===== src/hw/rtl/knca_pkg.sv =====
// Shared types, widths, codes and helpers of the k-means nearest-centroid assignment unit.
package knca_pkg;

    localparam int IDX_W   = 4;
    localparam int CIDX_W  = 5;
    localparam int CFG_W   = 5;
    localparam int VAL_W   = 32;
    localparam int DIFF_W  = 34;
    localparam int SQ_IN_W = 20;
    localparam int DIST_W  = 40;
    localparam int SUM_W   = 56;
    localparam int CNT_W   = 32;
    localparam int OUT_W   = 168;

    localparam logic [DIST_W-1:0] DIST_MAX = '1;
    localparam logic [SUM_W-1:0]  SUM_MAX  = '1;
    localparam logic [CNT_W-1:0]  CNT_MAX  = '1;

    typedef enum logic [1:0] {
        OP_LOAD    = 2'd0,
        OP_FEATURE = 2'd1,
        OP_CLEAR   = 2'd2,
        OP_REPORT  = 2'd3
    } t_op;

    localparam logic KIND_ASSIGN = 1'b0;
    localparam logic KIND_REPORT = 1'b1;

    localparam logic REG_CENTROID_COUNT = 1'b0;
    localparam logic REG_FEATURE_COUNT  = 1'b1;

    typedef enum logic [1:0] {
        ST_IDLE,
        ST_RUN,
        ST_PUT,
        ST_REP
    } t_state;

    // feature word travelling down the cell row
    typedef struct packed {
        logic             valid;
        logic             first;
        logic             final_feat;
        logic [IDX_W-1:0] fi;
        logic [VAL_W-1:0] value;
    } t_tok;

    // running nearest-centroid search, one cell behind the update
    typedef struct packed {
        logic              valid;
        logic              final_feat;
        logic [CIDX_W-1:0] idx;
        logic [DIST_W-1:0] sq_dist;
        logic [CNT_W-1:0]  cnt;
    } t_min;

    // broadcast controls from the sequencer to every cell
    typedef struct packed {
        logic              clear;
        logic              wr_en;
        logic [IDX_W-1:0]  wr_ci;
        logic [IDX_W-1:0]  wr_fi;
        logic [VAL_W-1:0]  wr_val;
        logic              bump;
        logic [CIDX_W-1:0] bump_idx;
        logic              rep_load;
        logic              rep_shift;
        logic [CFG_W-1:0]  nc;
    } t_ctl;

    function automatic logic [CNT_W-1:0] sat_inc(logic [CNT_W-1:0] v);
        return (v == CNT_MAX) ? CNT_MAX : v + CNT_W'(1);
    endfunction

endpackage


===== src/hw/rtl/knca_cell.sv =====
// One centroid cell: store, squared-diff pipeline, partial distance, count, minimum, report.
module knca_cell import knca_pkg::*; #(
    parameter int K            = 0,
    parameter int VALUE_BITS   = 16,
    parameter int MAX_FEATURES = 16
) (
    input  logic             i_clk,
    input  logic             i_rst_n,
    input  t_ctl             i_ctl,
    input  t_tok             i_tok,
    output t_tok             o_tok,
    input  t_min             i_min,
    output t_min             o_min,
    input  logic [CNT_W-1:0] i_rep,
    output logic [CNT_W-1:0] o_rep
);

    localparam int FA = (MAX_FEATURES > 1) ? $clog2(MAX_FEATURES) : 1;
    localparam logic [7:0] K_ID = 8'(K);

    logic [VALUE_BITS-1:0] mem [MAX_FEATURES];

    t_tok r_tok, r_s1, r_s2, r_s3, r_s4;
    logic [VALUE_BITS-1:0] r_ce;
    logic [SQ_IN_W-1:0]    r_d;
    logic                  r_sat;
    logic [DIST_W-1:0]     r_sq;
    logic [DIST_W-1:0]     r_part;
    logic [CNT_W-1:0]      r_cnt;
    logic [CNT_W-1:0]      r_rep;
    t_min                  r_min;

    logic                     w_in_use;
    logic                     w_wr;
    logic [7:0]               w_wr_wide;
    logic [7:0]               w_rd_wide;
    logic signed [DIFF_W-1:0] w_a;
    logic signed [DIFF_W-1:0] w_b;
    logic signed [DIFF_W-1:0] w_diff;
    logic [DIFF_W-1:0]        w_mag;
    logic [DIST_W-1:0]        w_d_ext;
    logic [DIST_W-1:0]        w_base;
    logic [DIST_W:0]          w_acc;
    logic [DIST_W-1:0]        w_upd;
    logic                     w_take;

    assign w_in_use  = K_ID < {3'b0, i_ctl.nc};
    assign w_wr      = i_ctl.wr_en && ({4'b0, i_ctl.wr_ci} == K_ID);
    assign w_wr_wide = {4'b0, i_ctl.wr_fi};
    assign w_rd_wide = {4'b0, r_tok.fi};

    always_ff @(posedge i_clk) begin
        if (w_wr) begin
            mem[w_wr_wide[FA-1:0]] <= i_ctl.wr_val[VALUE_BITS-1:0];
        end
        if (r_tok.valid) begin
            r_ce <= mem[w_rd_wide[FA-1:0]];
        end
    end

    always_comb begin
        w_a     = DIFF_W'(signed'(r_s1.value));
        w_b     = DIFF_W'(signed'(r_ce));
        w_diff  = w_a - w_b;
        w_mag   = w_diff[DIFF_W-1] ? DIFF_W'(-w_diff) : DIFF_W'(w_diff);
        w_d_ext = DIST_W'(r_d);
        w_base  = r_s3.first ? '0 : r_part;
        w_acc   = {1'b0, w_base} + {1'b0, r_sq};
        w_upd   = w_acc[DIST_W] ? DIST_MAX : w_acc[DIST_W-1:0];
        w_take  = w_in_use && ((K == 0) || (r_part < i_min.sq_dist));
    end

    // token stages
    always_ff @(posedge i_clk) begin
        if (!i_rst_n) begin
            r_tok.valid <= 1'b0;
            r_s1.valid  <= 1'b0;
            r_s2.valid  <= 1'b0;
            r_s3.valid  <= 1'b0;
            r_s4.valid  <= 1'b0;
        end else begin
            r_tok <= i_tok;
            r_s1  <= r_tok;
            r_s2  <= r_s1;
            r_s3  <= r_s2;
            r_s4  <= r_s3;
        end
    end

    always_ff @(posedge i_clk) begin
        r_sat <= |w_mag[DIFF_W-1:SQ_IN_W];
        r_d   <= w_mag[SQ_IN_W-1:0];
        r_sq  <= r_sat ? DIST_MAX : w_d_ext * w_d_ext;
    end

    // partial distance: cleared by reset, by clear and after the assignment compare has passed
    always_ff @(posedge i_clk) begin
        if (!i_rst_n) begin
            r_part <= '0;
        end else if (i_ctl.clear) begin
            r_part <= '0;
        end else if (r_s3.valid && w_in_use) begin
            r_part <= w_upd;
        end else if (r_s4.valid && r_s4.final_feat) begin
            r_part <= '0;
        end
    end

    always_ff @(posedge i_clk) begin
        if (!i_rst_n) begin
            r_cnt <= '0;
        end else if (i_ctl.clear) begin
            r_cnt <= '0;
        end else if (i_ctl.bump && ({3'b0, i_ctl.bump_idx} == K_ID)) begin
            r_cnt <= sat_inc(r_cnt);
        end
    end

    always_ff @(posedge i_clk) begin
        if (i_ctl.rep_load) begin
            r_rep <= r_cnt;
        end else if (i_ctl.rep_shift) begin
            r_rep <= i_rep;
        end
    end

    always_ff @(posedge i_clk) begin
        if (!i_rst_n) begin
            r_min.valid <= 1'b0;
        end else begin
            r_min.valid      <= r_s4.valid;
            r_min.final_feat <= r_s4.final_feat;
            if (w_take) begin
                r_min.idx     <= CIDX_W'(K);
                r_min.sq_dist <= r_part;
                r_min.cnt     <= r_cnt;
            end else begin
                r_min.idx     <= i_min.idx;
                r_min.sq_dist <= i_min.sq_dist;
                r_min.cnt     <= i_min.cnt;
            end
        end
    end

    assign o_tok = r_tok;
    assign o_min = r_min;
    assign o_rep = r_rep;

endmodule


===== config.mk =====
export PLATFORM = sky130hd
export DESIGN_NAME = knca_cell
export DESIGN_NICKNAME = d
export VERILOG_FILES = /design/src/hw/rtl/knca_pkg.sv /design/src/hw/rtl/knca_cell.sv
export SDC_FILE = /design/constraint.sdc
export NUM_CORES = 2
export LEC_CHECK = 0
export BUFFER_PORTS_ARGS = -buffer_cell sky130_fd_sc_hd__buf_2
export CELL_PAD_IN_SITES_DETAIL_PLACEMENT = 1
export CELL_PAD_IN_SITES_GLOBAL_PLACEMENT = 2
export CORE_MARGIN = 4
export CORE_UTILIZATION = 41
export DETAILED_ROUTE_END_ITERATION = 10
export PLACE_DENSITY = 0.88
export SLEW_MARGIN = 20
export SYNTH_ARGS = -nofsm -noshare
export SYNTH_HDL_FRONTEND = slang
export SYNTH_SLANG_ARGS = --single-unit

===== constraint.sdc =====
create_clock -name i_clk -period 9.7 [get_ports i_clk]
set_input_delay 0.97 -clock i_clk [delete_from_list [all_inputs] [get_ports i_clk]]
set_output_delay 0.97 -clock i_clk [all_outputs]
set_load 0.02 [all_outputs]

==> metrics.yaml <==
fp.coreArea_um2: 93200
ys_seq_elements: 598
ys.flop_type: "edfxtp_1"
cts_buffer_depth: 3
syn_to_final_growth_pct: 14.3
status: "finished, final reports clean"
clock-sinks: 598
dpl_cell_area_um2: 41700
grt_pass1_vias: 28100
cts.root.buffer_cell: "clkbuf_16"
finalCritPeriodShare_pct: 81.3
overflow: 0
r2r_cells: 26
routed_wl_um: 99500
cts.clk_slew.worst_paths_ns: 0.06
grt_antenna_before_repair: 7
htreeDepth: 3
design_area_um2: 44000
place_congestion: 0.817
multiInputGateArea_um2: 19800
fmax_ghz: 0.127
endpoint_kind: "flip-flop"
die_h_um: 314
start_kind: "flip-flop"
cts_buffers: 67
rsz0062_at_grt: "no"
syn_nets: 3949
dieWidth_um: 314
yosys.cell_types.count: 83
drtAntennaViolNets: 0
clock-skew-final_ns: 0.0231
num_vias: 25400
cap_violations: 0
post_cts_buffers: 0
netlist_area_um2: 38500
drc: 0
grt_max_degree: 72
syn_avg_cell_area_um2: 11.9
min_path_type: "reg -> reg"
post_cts_resized: 0
drt_first_iter_violations: 1195
vias_per_cell: 5.20
boundaryPins: 357
crit_type: "reg -> reg"
tightest_slew_ns: 1.12
register_area_um2: 16600
ys_seq_area_share_pct: 43.1
slew_headroom_pct: 25.3
hpwl_um: 74200
syn_inst: 3233
netlist.area_leader.share_pct: 35.8
portBuffers: 338
hold_viol: 0
period_needed_ns: 7.89
postLayoutCoreUtil_pct: 47.2
maxSlewViolCount: 0
crit_path_max_fanout: 17
finalSetupViolCount: 0
stdcell_count: 4882
worstPathRequired_ns: 10.20
drive_gt1_share_pct: 19.5
final_nets: 4287
filler_cell_count: 9980
grt_pass1_wl_um: 158000
placementRows: 112
async_flop_share_pct: 0
postCtsHoldBufs: 0
holdPathStages: 0
post_drt_wl_per_cell_um: 20.4
die_area_um2: 98800
synth-edff-count: 459
timing.setup.tns_ns: 0
place_inst: 4752
worstPathArrival_ns: 8.39
clk_latency_ns: 0.61
yosysTopAreaCell: "edfxtp_1"
first_pass_iters: 5
initial_core_util_pct: 41.3
grtUsageTotal_pct: 20.4
yosysWarnings: 0
synth_area_leaders: "edfxtp_1 (36%), fa_1 (15%), ha_1 (7.4%), dfxtp_1 (7.2%), mux4_2 (4.7%)"
cts_tree: "yes"
## metrics by stage
step	setup slack [ns]	hold WS (ns)
2_1_floorplan	2.38	0.360
3_3_place_gp	1.87	0.401
3_5_place_dp	1.82	0.406
4_1_cts	1.76	0.420
5_1_grt	1.33	0.432
6_report	1.81	0.416
## placed cells by master (no fill, tap or decap), types with 19 or more instances in the layout
master,Yosys,layout
nand4_1,24,24
mux2_2,104,104
buf_2,6,337
edfxtp_1,459,459
a21o_1,106,106
ha_1,229,229
dfxtp_1,139,138
inv_1,448,448
fa_1,280,280
and2_1,86,86
and3_1,26,26
o21ai_0,70,70
nor2_1,122,120
xnor2_1,87,87
xor2_1,61,61
nor3_1,23,19
clkbuf_16,0,71
nand2b_1,53,52
nand3_1,54,54
nand2_1,205,205
mux4_2,80,80
buf_4,0,46
a21oi_1,178,178
nor2b_1,66,66
## path summary, 6_finish.rpt
check	start	endpoint	slack (ns)
worst max-delay path	r_d[5]	r_sq[38]	1.81
worst min-delay path	r_s3[36]	r_s4[36]	0.42
worst max register to register	r_d[5]	r_sq[38]	1.81
worst min register to register	r_s3[36]	r_s4[36]	0.42
## cell type report
cell class / instances / share of cell area, %
well taps: 1254 / 3.57
clock buffers: 87 / 4.20
clock inverters: 35 / 0.868
repair buffers: 388 / 4.76
diodes: 4 / 0.0228
multi-input cells: 2068 / 45.1
flip-flops and latches: 598 / 37.7
inverters: 448 / 3.82
## worst max-delay path: stages, from the launching register on
cell and delay, ns:
dfxtp_1 0.94, inv_1 0.30, nor2_1 0.29, fa_1 0.48
fa_1 0.54, inv_1 0.06, fa_1 0.49, inv_1 0.04
ha_1 0.28, ha_1 0.32, fa_1 0.54, inv_1 0.05
fa_1 0.52, inv_1 0.05, ha_1 0.23, nor3_1 0.14
o2111ai_1 0.22, a31oi_1 0.30, o21ai_0 0.32, nand3_1 0.20
nand4_1 0.16, a31oi_1 0.36, o21ai_0 0.18, nand4_1 0.15
a31oi_1 0.11, or3_1 0.31, a21o_1 0.18
## metal layers
metal	track usage (%)	vias up	share of wire (%)
li1	-	11900	-
met1	24.9	12900	40
met2	37.6	423	53
met3	3.11	153	3.8
met4	5.54	6	2.5
met5	0	-	0.040
## sequential cells by signal (all words and copies together) (netlist names), 16 cells and up
register,count
mem,256
r_sq,40
r_part,40
o_min,79
r_s1,35
r_cnt,32
r_d,20
o_rep,32
o_tok,39
r_ce,16
## cell usage after synthesis, drive strengths merged, types with 11 or more instances
library cell,number
inv,448
buf,18
nand2b,54
a21oi,179
and2,86
and3,26
o21a,11
nor3,23
fa,280
nand4,25
xor2,61
xnor2,87
clkbuf,101
ha,229
nor2b,66
a31oi,19
mux2,104
nand3,54
a21o,106
nor2,122
o211ai,14
nand2,205
o21bai,15
mux4,80
a211oi,16
o21ai,74
dfxtp,139
edfxtp,459
## logic make-up after synthesis
group	synth area share [%]
flops	43.1
buf+inv	5.57
mux	7.83
fa+ha+maj	22.0
xor+xnor	3.37
compound gates	8.78
simple gates	9.36
Power is not shown: default switching activity piles up to over one toggle a cycle in this logic, so the estimate is an artifact.
